File: config.mk
export PLATFORM = sky130hd
export DESIGN_NAME = dle_character_stuffing_framer_flat
export DESIGN_NICKNAME = d
export VERILOG_FILES = /design/src/sv/dlecs_pkg.sv /design/src/sv/dlecs_if.sv /design/src/sv/dle_character_stuffing_framer.sv /design/src/sv/dlecs_front.sv /design/src/sv/dlecs_fifo.sv /design/src/sv/dlecs_back.sv /design/src/flat_wrapper.sv
export VERILOG_INCLUDE_DIRS = /design/src /design/src/sv
export SDC_FILE = /design/constraint.sdc
export NUM_CORES = 1
export LEC_CHECK = 0
export ABC_AREA = 1
export BUFFER_PORTS_ARGS = -buffer_cell sky130_fd_sc_hd__buf_2
export CORE_ASPECT_RATIO = 0.6
export CORE_MARGIN = 3
export CORE_UTILIZATION = 50
export DETAILED_ROUTE_END_ITERATION = 6
export PLACE_DENSITY_LB_ADDON = 0.12
export RECOVER_POWER = 100
export SLEW_MARGIN = 20
export SYNTH_ARGS = -nofsm -noshare
export SYNTH_HDL_FRONTEND = slang
export SYNTH_SLANG_ARGS = --single-unit
export TNS_END_PERCENT = 30
File: constraint.sdc
create_clock -name clk -period 12.05 [get_ports clk]
set_input_delay 0 -clock clk [delete_from_list [all_inputs] [get_ports clk]]
set_output_delay 0 -clock clk [all_outputs]
set_load 0.05 [all_outputs]
File: src/sv/dle_character_stuffing_framer_macros.svh
// assertion helpers shared by the framer modules
`ifndef DLE_CHARACTER_STUFFING_FRAMER_MACROS_SVH
`define DLE_CHARACTER_STUFFING_FRAMER_MACROS_SVH

// checked only outside reset
`define DLECS_ASSERT(lbl, prop, msg) \
  lbl: assert property (@(posedge clk) disable iff (rst) prop) else $error(msg);

// checked on every edge, reset included
`define DLECS_ASSERT_ALWAYS(lbl, prop, msg) \
  lbl: assert property (@(posedge clk) prop) else $error(msg);

`endif

File: src/sv/dlecs_pkg.sv
package dlecs_pkg;

  localparam int MAX_LEN_DEF = 255;
  localparam int QUEUE_DEPTH = 2;

  localparam logic [7:0] CH_D = 8'h64;
  localparam logic [7:0] CH_L = 8'h6C;
  localparam logic [7:0] CH_E = 8'h65;
  localparam logic [7:0] CH_S = 8'h73;
  localparam logic [7:0] CH_T = 8'h74;
  localparam logic [7:0] CH_X = 8'h78;

  // register indexes
  localparam logic REG_INSERT_POSITION = 1'b0;
  localparam logic REG_INSERT_CHAR     = 1'b1;

  // last sub-step of the header, insert, stuff and trailer segments; INS_MID is the insert_char sub-step
  localparam logic [2:0] HDR_LAST   = 3'd5;
  localparam logic [2:0] INS_LAST   = 3'd6;
  localparam logic [2:0] INS_MID    = 3'd3;
  localparam logic [2:0] STUFF_LAST = 3'd2;
  localparam logic [2:0] TRL_LAST   = 3'd5;

  typedef enum logic [2:0] {
    PH_START,
    PH_HDR,
    PH_INS,
    PH_STUFF,
    PH_CHAR,
    PH_TRL
  } ph_t;

  // one input item, classified
  typedef struct packed {
    logic             hdr;
    logic             trl;
    logic [1:0]       cnt;
    logic [2:0][7:0]  chars;
    logic [2:0]       ins;
    logic             stuff;
    logic [7:0]       ins_char;
  } cmd_t;

  function automatic logic [7:0] dle_byte(input logic [1:0] idx);
    logic [7:0] b;
    unique case (idx)
      2'd0:    b = CH_D;
      2'd1:    b = CH_L;
      default: b = CH_E;
    endcase
    return b;
  endfunction

  function automatic logic [7:0] hdr_byte(input logic [2:0] idx);
    logic [7:0] b;
    unique case (idx)
      3'd0:    b = CH_D;
      3'd1:    b = CH_L;
      3'd2:    b = CH_E;
      3'd3:    b = CH_S;
      3'd4:    b = CH_T;
      default: b = CH_X;
    endcase
    return b;
  endfunction

  function automatic logic [7:0] trl_byte(input logic [2:0] idx);
    logic [7:0] b;
    unique case (idx)
      3'd0:    b = CH_D;
      3'd1:    b = CH_L;
      3'd2:    b = CH_E;
      3'd3:    b = CH_E;
      3'd4:    b = CH_T;
      default: b = CH_X;
    endcase
    return b;
  endfunction

endpackage

File: src/sv/dlecs_if.sv
interface dlecs_in_if;
  logic       valid;
  logic       ready;
  logic [7:0] data_byte;
  logic       last_char;

  modport source (output valid, output data_byte, output last_char, input ready);
  modport sink (input valid, input data_byte, input last_char, output ready);
endinterface

interface dlecs_out_if;
  logic       valid;
  logic       ready;
  logic [7:0] out_byte;
  logic       run_last;
  logic       frame_end;

  modport source (output valid, output out_byte, output run_last, output frame_end,
                  input ready);
  modport sink (input valid, input out_byte, input run_last, input frame_end,
                output ready);
endinterface

File: src/sv/dle_character_stuffing_framer.sv
// dle/stx character stuffing framer
// in_ch takes one character per beat, last_char marks the end of the string.
// out_ch gives the framed stream one byte per beat: header "dlestx" when a
// frame opens, the data with "dle" stuffed before every "dle" in the data,
// "dle", insert_char, "dle" before the character at insert_position (one-based,
// zero for none), and the trailer "dleetx" after the last character.
// run_last marks the final output beat caused by an input beat, frame_end the
// final trailer byte. two characters are held back as lookahead, so the
// second character of a string gives no output.
// an accepted beat is written into the command queue at the accepting edge,
// and the sequencer then loads its first output byte into the output register.
// throughput: the output sequencer emits one byte per cycle while the receiver
// takes it; a beat that enters the queue makes from one to 20 output bytes, a
// beat that makes no output does not enter it. the command queue lets the input
// side run ahead by the queue depth.
// reset clears the lookahead, the queue and the output register; no frame is
// open afterwards. when the receiver stalls the output register holds its
// beat and input is taken until the queue fills.
// registers: 0 insert_position, 4 insert_char, written by apb.
module dle_character_stuffing_framer #(
  parameter int MAX_LEN = dlecs_pkg::MAX_LEN_DEF,
  parameter int Q_DEPTH = dlecs_pkg::QUEUE_DEPTH
) (
  input  logic        clk,
  input  logic        rst,
  dlecs_in_if.sink    in_ch,
  dlecs_out_if.source out_ch,
  input  logic        psel,
  input  logic        penable,
  input  logic        pwrite,
  input  logic [2:0]  paddr,
  input  logic [31:0] pwdata,
  output logic [31:0] prdata,
  output logic        pready
);
  import dlecs_pkg::*;

  logic [7:0] insert_position;
  logic [7:0] insert_char;
  logic       cfg_wr;

  cmd_t cmd_in, cmd_out;
  logic cmd_push, cmd_pop, q_full, q_nonempty;

  assign pready = 1'b1;
  assign cfg_wr = psel && penable && pwrite;

  always_ff @(posedge clk) begin
    if (rst) begin
      insert_position <= '0;
      insert_char     <= '0;
    end else if (cfg_wr) begin
      unique case (paddr[2])
        REG_INSERT_POSITION: insert_position <= pwdata[7:0];
        REG_INSERT_CHAR:     insert_char     <= pwdata[7:0];
        default:             insert_char     <= insert_char;
      endcase
    end
  end

  always_comb begin
    unique case (paddr[2])
      REG_INSERT_POSITION: prdata = {24'd0, insert_position};
      REG_INSERT_CHAR:     prdata = {24'd0, insert_char};
      default:             prdata = '0;
    endcase
  end

  dlecs_front #(
    .MAX_LEN (MAX_LEN)
  ) u_front (
    .clk             (clk),
    .rst             (rst),
    .in_ch           (in_ch),
    .insert_position (insert_position),
    .insert_char     (insert_char),
    .q_full          (q_full),
    .cmd_push        (cmd_push),
    .cmd             (cmd_in)
  );

  dlecs_fifo #(
    .DEPTH (Q_DEPTH)
  ) u_fifo (
    .clk      (clk),
    .rst      (rst),
    .push     (cmd_push),
    .wdata    (cmd_in),
    .pop      (cmd_pop),
    .rdata    (cmd_out),
    .nonempty (q_nonempty),
    .full     (q_full)
  );

  dlecs_back u_back (
    .clk       (clk),
    .rst       (rst),
    .cmd       (cmd_out),
    .cmd_valid (q_nonempty),
    .cmd_pop   (cmd_pop),
    .out_ch    (out_ch)
  );

endmodule

File: src/sv/dlecs_front.sv
`include "dle_character_stuffing_framer_macros.svh"

module dlecs_front #(
  parameter int MAX_LEN = dlecs_pkg::MAX_LEN_DEF
) (
  input  logic            clk,
  input  logic            rst,
  dlecs_in_if.sink        in_ch,
  input  logic [7:0]      insert_position,
  input  logic [7:0]      insert_char,
  input  logic            q_full,
  output logic            cmd_push,
  output dlecs_pkg::cmd_t cmd
);
  import dlecs_pkg::*;

  localparam int CIW = $clog2(MAX_LEN + 1);
  localparam int CW  = (CIW + 1 > 9) ? CIW + 1 : 9;

  logic [7:0]     held0, held1;
  logic [1:0]     held_count;
  logic [CIW-1:0] char_index;
  logic           in_frame;

  logic [1:0]     hc;
  logic [CIW-1:0] ci, ci_inc;
  logic [7:0]     c, b0, b1, b2;
  logic           cnt3, accept;
  logic [CW-1:0]  idx [3];
  logic [CW-1:0]  target;

  assign in_ch.ready = !q_full;
  assign accept      = in_ch.valid && in_ch.ready;
  assign c           = in_ch.data_byte;

  always_comb begin
    // a new frame starts from an empty lookahead
    hc = in_frame ? ((held_count > 2'd2) ? 2'd2 : held_count) : 2'd0;
    ci = in_frame ? char_index : '0;
    b0 = (hc >= 2'd1) ? held0 : c;
    b1 = (hc >= 2'd2) ? held1 : c;
    b2 = c;
    cnt3 = (hc == 2'd2);
    ci_inc = (ci < CIW'(MAX_LEN)) ? ci + CIW'(1) : ci;
    target = CW'(insert_position) - CW'(1);
    for (int i = 0; i < 3; i++) begin
      idx[i] = CW'(ci) + CW'(i);
      if (idx[i] > CW'(MAX_LEN)) begin
        idx[i] = CW'(MAX_LEN);
      end
    end
  end

  always_comb begin
    cmd.hdr      = !in_frame;
    cmd.trl      = in_ch.last_char;
    cmd.cnt      = in_ch.last_char ? (hc + 2'd1) : {1'b0, cnt3};
    cmd.chars    = {b2, b1, b0};
    cmd.stuff    = cnt3 && (b0 == CH_D) && (b1 == CH_L) && (b2 == CH_E);
    cmd.ins_char = insert_char;
    for (int i = 0; i < 3; i++) begin
      cmd.ins[i] = (insert_position != 8'd0) && (idx[i] == target);
    end
    cmd_push = accept && (!in_frame || in_ch.last_char || cnt3);
  end

  always_ff @(posedge clk) begin
    if (rst) begin
      held0      <= '0;
      held1      <= '0;
      held_count <= '0;
      char_index <= '0;
      in_frame   <= 1'b0;
    end else if (accept) begin
      if (in_ch.last_char) begin
        held0      <= '0;
        held1      <= '0;
        held_count <= '0;
        char_index <= '0;
        in_frame   <= 1'b0;
      end else if (cnt3) begin
        held0      <= b1;
        held1      <= b2;
        held_count <= 2'd2;
        char_index <= ci_inc;
        in_frame   <= 1'b1;
      end else begin
        held0      <= b0;
        held1      <= (hc == 2'd1) ? b1 : 8'd0;
        held_count <= hc + 2'd1;
        char_index <= ci;
        in_frame   <= 1'b1;
      end
    end
  end

  `DLECS_ASSERT(a_closed_frame_clean, !in_frame |-> (held_count == 2'd0 && char_index == '0), "state left over outside a frame")

endmodule

File: src/sv/dlecs_fifo.sv
`include "dle_character_stuffing_framer_macros.svh"

module dlecs_fifo #(
  parameter int DEPTH = dlecs_pkg::QUEUE_DEPTH
) (
  input  logic            clk,
  input  logic            rst,
  input  logic            push,
  input  dlecs_pkg::cmd_t wdata,
  input  logic            pop,
  output dlecs_pkg::cmd_t rdata,
  output logic            nonempty,
  output logic            full
);
  import dlecs_pkg::*;

  // depth of at least two
  localparam int PW = $clog2(DEPTH);
  localparam int CNW = $clog2(DEPTH + 1);

  cmd_t           mem [DEPTH];
  logic [PW-1:0]  wr_ptr, rd_ptr;
  logic [CNW-1:0] count;
  logic           do_push, do_pop;

  assign full     = (count == CNW'(DEPTH));
  assign nonempty = (count != '0);
  assign do_push  = push && !full;
  assign do_pop   = pop && nonempty;
  assign rdata    = mem[rd_ptr];

  always_ff @(posedge clk) begin
    if (do_push) begin
      mem[wr_ptr] <= wdata;
    end
  end

  always_ff @(posedge clk) begin
    if (rst) begin
      wr_ptr <= '0;
      rd_ptr <= '0;
      count  <= '0;
    end else begin
      if (do_push) begin
        wr_ptr <= (wr_ptr == PW'(DEPTH - 1)) ? '0 : wr_ptr + PW'(1);
      end
      if (do_pop) begin
        rd_ptr <= (rd_ptr == PW'(DEPTH - 1)) ? '0 : rd_ptr + PW'(1);
      end
      count <= count + CNW'(do_push) - CNW'(do_pop);
    end
  end

  `DLECS_ASSERT(a_no_push_when_full, push |-> !full, "command pushed into a full queue")

endmodule

File: src/sv/dlecs_back.sv
`include "dle_character_stuffing_framer_macros.svh"

module dlecs_back (
  input  logic            clk,
  input  logic            rst,
  input  dlecs_pkg::cmd_t cmd,
  input  logic            cmd_valid,
  output logic            cmd_pop,
  dlecs_out_if.source     out_ch
);
  import dlecs_pkg::*;

  ph_t        ph, ph_next, ep;
  logic [1:0] sl, sl_next, sl_inc;
  logic [2:0] sub, sub_next, ins_off;
  logic       seg_last, done, adv;
  logic [7:0] byte_d;
  logic       fe_d;

  logic       ov;
  logic [7:0] ob;
  logic       orl, ofe;

  function automatic ph_t first_seg(input logic ins, input logic stf);
    ph_t p;
    if (ins) begin
      p = PH_INS;
    end else if (stf) begin
      p = PH_STUFF;
    end else begin
      p = PH_CHAR;
    end
    return p;
  endfunction

  assign adv     = cmd_valid && (!ov || out_ch.ready);
  assign cmd_pop = adv && done;
  assign sl_inc  = sl + 2'd1;

  // next position within the current command
  always_comb begin
    ep = (ph == PH_START) ? (cmd.hdr ? PH_HDR : first_seg(cmd.ins[0], cmd.stuff)) : ph;
    unique case (ep)
      PH_HDR:   seg_last = (sub == HDR_LAST);
      PH_INS:   seg_last = (sub == INS_LAST);
      PH_STUFF: seg_last = (sub == STUFF_LAST);
      PH_CHAR:  seg_last = 1'b1;
      PH_TRL:   seg_last = (sub == TRL_LAST);
      default:  seg_last = 1'b1;
    endcase
    ph_next  = ep;
    sl_next  = sl;
    sub_next = sub + 3'd1;
    done     = 1'b0;
    if (seg_last) begin
      sub_next = '0;
      unique case (ep)
        PH_HDR: begin
          if (cmd.cnt != 2'd0) begin
            ph_next = first_seg(cmd.ins[0], cmd.stuff);
          end else begin
            done = 1'b1;
          end
        end
        PH_INS: begin
          ph_next = (cmd.stuff && sl == 2'd0) ? PH_STUFF : PH_CHAR;
        end
        PH_STUFF: begin
          ph_next = PH_CHAR;
        end
        PH_CHAR: begin
          if (sl_inc < cmd.cnt) begin
            sl_next = sl_inc;
            ph_next = first_seg(cmd.ins[sl_inc], 1'b0);
          end else if (cmd.trl) begin
            ph_next = PH_TRL;
          end else begin
            done = 1'b1;
          end
        end
        default: begin
          done = 1'b1;
        end
      endcase
      if (done) begin
        ph_next = PH_START;
        sl_next = '0;
      end
    end
  end

  // byte for the current position
  always_comb begin
    ins_off = (sub > INS_MID) ? sub - 3'd4 : sub;
    fe_d    = 1'b0;
    unique case (ep)
      PH_HDR:   byte_d = hdr_byte(sub);
      PH_INS:   byte_d = (sub == INS_MID) ? cmd.ins_char : dle_byte(ins_off[1:0]);
      PH_STUFF: byte_d = dle_byte(sub[1:0]);
      PH_CHAR:  byte_d = cmd.chars[sl];
      PH_TRL: begin
        byte_d = trl_byte(sub);
        fe_d   = (sub == TRL_LAST);
      end
      default:  byte_d = cmd.chars[sl];
    endcase
  end

  always_ff @(posedge clk) begin
    if (rst) begin
      ph  <= PH_START;
      sl  <= '0;
      sub <= '0;
      ov  <= 1'b0;
    end else begin
      if (adv) begin
        ph  <= ph_next;
        sl  <= sl_next;
        sub <= sub_next;
        ov  <= 1'b1;
      end else if (out_ch.ready) begin
        ov  <= 1'b0;
      end
    end
  end

  always_ff @(posedge clk) begin
    if (adv) begin
      ob  <= byte_d;
      orl <= done;
      ofe <= fe_d;
    end
  end

  assign out_ch.valid     = ov;
  assign out_ch.out_byte  = ob;
  assign out_ch.run_last  = orl;
  assign out_ch.frame_end = ofe;

  `DLECS_ASSERT(a_mid_cmd_has_cmd, (ph != PH_START) |-> cmd_valid, "sequencer mid-command with empty queue")
  `DLECS_ASSERT(a_frame_end_is_last, (ov && ofe) |-> orl, "trailer end not marked as last beat")
  `DLECS_ASSERT_ALWAYS(a_reset_empties_out, rst |=> !ov, "output register valid after reset")

endmodule

File: src/flat_wrapper.sv
// flat-port wrapper written by rule: the top's interface ports become plain ports
module dle_character_stuffing_framer_flat import dlecs_pkg::*;
#(
  parameter int MAX_LEN = dlecs_pkg::MAX_LEN_DEF,
  parameter int Q_DEPTH = dlecs_pkg::QUEUE_DEPTH
)
  (clk, rst, psel, penable, pwrite, paddr, pwdata, prdata, pready, in_ch_valid, in_ch_data_byte, in_ch_last_char, in_ch_ready, out_ch_valid, out_ch_out_byte, out_ch_run_last, out_ch_frame_end, out_ch_ready);
  dlecs_in_if in_ch_i ();
  dlecs_out_if out_ch_i ();
  input  logic clk;
  input  logic rst;
  input  logic psel;
  input  logic penable;
  input  logic pwrite;
  input  logic [2:0] paddr;
  input  logic [31:0] pwdata;
  output logic [31:0] prdata;
  output logic pready;
  input wire logic [$bits(in_ch_i.valid)-1:0] in_ch_valid;
  input wire logic [$bits(in_ch_i.data_byte)-1:0] in_ch_data_byte;
  input wire logic [$bits(in_ch_i.last_char)-1:0] in_ch_last_char;
  output wire logic [$bits(in_ch_i.ready)-1:0] in_ch_ready;
  output wire logic [$bits(out_ch_i.valid)-1:0] out_ch_valid;
  output wire logic [$bits(out_ch_i.out_byte)-1:0] out_ch_out_byte;
  output wire logic [$bits(out_ch_i.run_last)-1:0] out_ch_run_last;
  output wire logic [$bits(out_ch_i.frame_end)-1:0] out_ch_frame_end;
  input wire logic [$bits(out_ch_i.ready)-1:0] out_ch_ready;
  assign in_ch_i.valid = in_ch_valid;
  assign in_ch_i.data_byte = in_ch_data_byte;
  assign in_ch_i.last_char = in_ch_last_char;
  assign in_ch_ready = in_ch_i.ready;
  assign out_ch_valid = out_ch_i.valid;
  assign out_ch_out_byte = out_ch_i.out_byte;
  assign out_ch_run_last = out_ch_i.run_last;
  assign out_ch_frame_end = out_ch_i.frame_end;
  assign out_ch_i.ready = out_ch_ready;
  dle_character_stuffing_framer #(.MAX_LEN(MAX_LEN), .Q_DEPTH(Q_DEPTH)) u_core (.clk(clk), .rst(rst), .in_ch(in_ch_i), .out_ch(out_ch_i), .psel(psel), .penable(penable), .pwrite(pwrite), .paddr(paddr), .pwdata(pwdata), .prdata(prdata), .pready(pready));
endmodule
### After elaboration in Yosys (flattened, before gate mapping)

Memory sizes are Yosys's and may differ from the RTL's. A register that Yosys moved wholly into a read port is not among the register bits.
Cells that the tools add are included.

| word-level totals | value |
|---|---|
| output and inout port bits | 45 |
| logic and storage cells | 165 |
| memories kept | 1 |
| register bits | 66 |
| RAM bits | 80 |
| bits of input ports | 51 |

Memories:

| memory | words | bits a word | read ports | clocked after memory_dff | write ports | RTL line | RTL |
|---|---|---|---|---|---|---|---|
| u_core.u_fifo.mem | 2 | 40 | 1 | 1 | 1 | dlecs_fifo.sv:21 | `cmd_t mem [DEPTH];` |

| operators by class | value |
|---|---|
| bitwise gates (word level) | 1 |
| equal/unequal tests | 22 |
| multiplexer cells | 63 |
| reduce and logical (&&, ||, !) cells | 38 |
| order comparisons | 11 |
| add/sub/neg operators | 12 |

Operators by type and width:

| kind | count |
|---|---|
| $mux 8 | 14 |
| $pmux 32 s2 | 1 |
| $mux 3 | 12 |
| $pmux 8 s4 | 1 |
| $eq 9x9->1 | 3 |
| $pmux 5 s5 | 1 |
| $eq 8x7->1 const B | 3 |
| $pmux 5 s4 | 1 |
| $gt 9x8->1 const B | 2 |
| $mux 2 | 9 |
| $mux 9 | 2 |
| $bmux 8 s2 | 1 |
| $pmux 4 s2 | 2 |
| $eq 3x3->1 const B | 5 |
| $logic_and 1x1->1 | 15 |
| $mux 1 | 15 |
| $eq 3x2->1 const B | 4 |
| $pmux 3 s4 | 1 |
| $reduce_bool 2->1 | 5 |
| $add 8x1->9 const B | 1 |
| $add 8x2->9 const B | 1 |
| $sub 8x1->9 const B | 1 |
| $add 8x1->8 const B | 1 |
| $gt 8x8->1 const B | 1 |
| other kinds (27) | 45 |

### Logic depth before layout (Yosys ltp)

| logic depth | value |
|---|---|
| depth after elaboration | 13 |
| mapped depth | 19 |
| mapped depth without buffers | 18 |

### Modules after synthesis

From an unflattened synthesis, not the netlist that was laid out.

| unflattened totals | value |
|---|---|
| cell total of the unflattened synthesis | 979 |
| area total of the unflattened synthesis | 8404.3 um^2 |

Modules (own cells, without submodules):

| module | sequential area each (um^2) | instances | cells an instance | area an instance (um^2) |
|---|---|---|---|---|
| dlecs_fifo | 2502.4 | 1 | 163 | 3149.3 |
| dlecs_front | 540.5 | 1 | 423 | 2610.0 |
| dlecs_back | 480.5 | 1 | 241 | 1655.3 |
| dle_character_stuffing_framer | 320.3 | 1 | 152 | 989.7 |

### Least setup slack after synthesis

No wires, ideal clock.

| timing | value |
|---|---|
| path type | register to register |
| start point | register u_core.u_front.in_frame |
| end point | memory u_core.u_fifo.mem[1][0] (netlist name) (enable) |
| stages on the path, launching flop included | 11 |
| setup slack | 8.276 ns |
| data required time | 11.611 ns |
| path buffers | 3 |
| data arrival time | 3.336 ns |
| clock period less this slack | 3.774 ns |
| library setup time | 0.439 ns |
| cell sequence | dfxtp_1 buf_4 nand2_1 buf_2 inv_1 ha_1 clkbuf_1 nor2_1 a21oi_1 inv_1 nor2_1 |

| on the way | value |
|---|---|
| longest elaborated chain between the ends | 7 |
| elaborated cells between the ends (all ways) | 9 |
| those cells by class | eq/ne: 1; mux: 3; reduce/logical: 5 |

Ends and longest elaborated chain:

| item | RTL line | RTL |
|---|---|---|
| start: declaration | dlecs_front.sv:23 | `logic in_frame;` |
| start signal: assignment | dlecs_front.sv:73 | `in_frame <= 1'b0;` |
| start signal: assignment | dlecs_front.sv:80 | `in_frame <= 1'b0;` |
| start signal: assignment | dlecs_front.sv:86 | `in_frame <= 1'b1;` |
| $mux 2 / $logic_not 1->1 (equally long branches) | dlecs_front.sv:38, dlecs_front.sv:64 |  |
| $eq 2x2->1 / $logic_or 1x1->1 (equally long branches) | dlecs_front.sv:43, dlecs_front.sv:64 |  |
| $logic_or 1x1->1 * | dlecs_front.sv:64 | `cmd_push = accept && (!in_frame \|\| in_ch.last_char \|\| cnt3);` |
| $logic_and 1x1->1 * | dlecs_front.sv:64 |  |
| $logic_and 1x1->1 * | dlecs_fifo.sv:28 | `assign do_push = push && !full;` |
| $mux 1 * | dlecs_fifo.sv:33 | `if (do_push) begin` |
| $mux 1 (implied by the code) * | dlecs_fifo.sv:34 | `mem[wr_ptr] <= wdata;` |
| end: declaration | dlecs_fifo.sv:21 |  |

Every way passes the cells marked *; elsewhere a longest branch is shown, timed or not.

==> summary.txt <==
Setup path
  • Setup crit end kind: register
  • CP required: 12.39 ns
  • WP data arrival: 6.95 ns
  • CP Launch Type: register
  • Kind of critical path: reg2reg
  • Crit-path max FO: 34

Logic synthesis
  • Async SR Flop Fraction: 0%
  • Number of synthesized register bits: 147
  • Synth top area share: 34.30%
  • Ys Warns: 0
  • Distinct cell type count after synthesis: 47
  • Sequential-to-total area share from yosys stat: 48.79%
  • Biggest area consumer among synthesized cells: edfxtp_1
  • EDFF count, synth: 90
  • Top cells by area, synth: edfxtp_1 (34%), dfxtp_1 (14%), nand2_1 (8.5%)
  • Gate Count Post-Synth: 925
  • Mapped cell area: 7879 um^2
  • Main flop type after synthesis: edfxtp_1
  • Syn Area/Cell: 8.518 um^2

STA
  • Setup TNS: 0 ns
  • Final setup viols: 0
  • RSZ-0062 raised after global routing: false
  • Slew HR: -26.30%
  • Final worst path period need: 6.606 ns
  • Hold_ws: 0.1742 ns
  • Fin crit share: 54.82%
  • Fmax: 151.4 MHz
  • Setup Skew: 0.01154 ns
  • Setup ws final: 5.444 ns
  • Worst-Margin Slew: 1.895 ns
  • Hold Fails Final Rpt: 0
  • Max Transition Viols Final: 99

Clock tree
  • Post-cts repair resize count: 0
  • Clk buf depth: 2
  • H-Tree Level Count: 4
  • Clock transition at path regs: 0.06 ns
  • CTS buffer count: 17
  • Clock latency on the worst-skew pair: 0.42 ns
  • Root Driver: clkbuf_16
  • Clock Sinks: 147
  • CTS tree: yes
  • Postcts setup bufs: 0

Power
  • Sw Pwr: 685.0 uW
  • Clk pwr share: 28.6%
  • Sw frac: 39.19%
  • Worst VDD drop: 163.0 uV
  • Leak Pwr: 0.003536 uW
  • P per Cell Area: 200.0 nW/um^2
  • Combinational fraction of design power: 33.5%
  • Internal: 1063 uW
  • Sequential Power Share: 37.8%

GRT
  • First-pass GRT wire length: 30.17 mm
  • Total gr overflow: 0
  • GRT Resource Usage Total: 22.20%
  • Number of global-route vias before repair: 5490
  • Initial antenna violation count: 0
  • Largest net degree at the start of global routing: 38

Status
  • Outcome: finished, violations left
  • Violated checks: max-capacitance violations, max-slew violations

Detailed routing
  • DR vias/cell: 5.365
  • Total number of vias: 6374
  • Routed len/inst: 16.27 um
  • DR pass1 iterations: 5
  • Final ANT Viol Nets: 0
  • DRC: 0
  • Post-Route WL: 19.33 mm
  • Initial DRC Count: 636

Final layout
  • Area grow syn2layout: 10.93%
  • Antenna Cells: 0
  • Share of cells above drive strength 1: 8.384%
  • # nets final: 1047
  • Post-Layout Cell Count: 1188
  • Post-Route Utilization: 58.53%

Floorplanning
  • Initial Utilization: 52.77%
  • IO Count: 96
  • Core ar.: 14930 um^2
  • Die width: 168.1 um
  • Chip height: 103.2 um
  • Die area: 17350 um^2
  • # rows: 34

Flow run
  • Max-cap viol count: 3

Placement
  • Port bufs: 44
  • Final Wtd Congestion: 0.8972
  • Inst Count DP: 1138
  • Final HPWL DP: 13.72 mm
  • Pre-CTS WS: 8.232 ns

Hold path
  • Hold crit path type: in2reg
-- logic make-up (layout without fill, tap and decap cells) --
group,Yosys count,count (layout),synth area share [%]
xor gates and xnor gates,26,26,2.890
AOI/OAI and AO/OA,211,211,14.96
DFF,147,147,48.79
muxes,2,2,0.2541
buffers and inverters,156,198,8.909
and+or+nand+nor,362,362,21.09
other,2,25,0.09532
adders and majority gates,19,19,3.017
-- final timing paths --
path	end	depth (start not counted)	slack, ns	from
max	u_core.u_fifo.count[1]	18	5.44	register
min	u_core.insert_char[3]	5	0.17	penable
max reg2reg	u_core.u_fifo.count[1]	18	5.44	register
min reg2reg	u_core.u_front.held1[0]	2	0.46	u_core.u_front.held1[0]
-- registers in the layout, indices dropped and copies added (netlist names), named ones only --
register,cells
u_core.u_fifo.mem,80
u_core.insert_char,8
u_core.insert_position,8
u_core.u_back.out_ch.out_byte,8
u_core.u_front.char_index,8
u_core.u_front.held0,8
u_core.u_front.held1,8
u_core.u_back.ph,3
u_core.u_back.sub,3
u_core.u_back.sl,2
u_core.u_fifo.count,2
u_core.u_front.held_count,2
u_core.u_back.out_ch.frame_end,1
u_core.u_back.out_ch.run_last,1
u_core.u_back.out_ch.valid,1
u_core.u_fifo.rd_ptr,1
u_core.u_fifo.wr_ptr,1
u_core.u_front.in_frame,1
-- layout make-up --
class                           instances  area, um^2
Clock buffer                           18       429.2
Clock inverter                         14       130.1
Fill cell                            1360        6192
Inverter                               98       369.1
Multi-Input combinational cell        645        3333
Sequential cell                       147        3844
Tap cell                              198       247.7
Timing Repair Buffer                   68       386.6
-- cell usage after synthesis (all sizes together), types with 3 or more instances --
master,number
dfxtp,57
buf,36
a211oi,5
nor3,14
o211ai,14
ha,19
nand3,31
o21a,5
nor2,103
or2,4
edfxtp,90
o21ai,92
inv,97
a21oi,69
xor2,23
xnor2,3
clkbuf,22
o22ai,16
nand4,9
nand2,198
-- per-stage QoR --
stage	area, um^2	total power, uW
global placement	8168	1270
detailed placement	8168	1276
floorplan	7965	1130
finish	8740	1748
CTS	8907	1779
global route	8740	1847
-- power by group through the flow --
stage | clock network, uW | logic (uW) | registers [uW]
floorplan | 0 | 406 | 725
global placement | 0 | 602 | 668
detailed placement | 0 | 606 | 670
CTS | 506 | 614 | 659
global route | 528 | 649 | 670
finish | 500 | 586 | 661
-- worst max-delay path: stages (launching register included) --
cell	delay [ns]
dfxtp_1	0.57
clkbuf_1	1.05
clkinvlp_2	1.58
nand2_1	0.30
nand2_1	0.17
nand2_1	0.20
nor2_2	0.04
nor2_1	0.50
nand2_1	0.33
nand2_1	0.17
nand3_1	0.31
nand3_1	0.28
inv_1	0.12
ha_1	0.28
inv_1	0.06
ha_1	0.15
xor2_1	0.18
o21ai_0	0.09
a21oi_1	0.14
-- placed cells by master, fill, tap and decap left out, types with 16 or more instances in the layout --
cell type / n
conb_1: 25
dfxtp_1: 57
clkbuf_1: 36
ha_1: 19
a21oi_1: 69
xor2_1: 23
edfxtp_1: 90
nand3_1: 31
clkbuf_16: 17
dlygate4sd3_1: 18
o22ai_1: 16
nand2_1: 184
nor2_1: 98
inv_1: 90
o21ai_0: 90
-- per-layer routing --
layer	vias to the layer above	routed length [um]	track usage, %	part of all wire, %
met1	2981	10140	36.58	52
met2	214	7523	29.25	39
met4	0	116	4.337	0.60
met3	13	1542	5.013	8.0
met5	-	0	0	0
li1	3166	-	-	-
-- what timing repair did --
action                     in CTS  in global routing
setup endpoints to repair       0                  0
hold endpoints to repair       36                  0
hold buffers                   18                  0
Note: power is estimated with default switching activity, not from simulation.
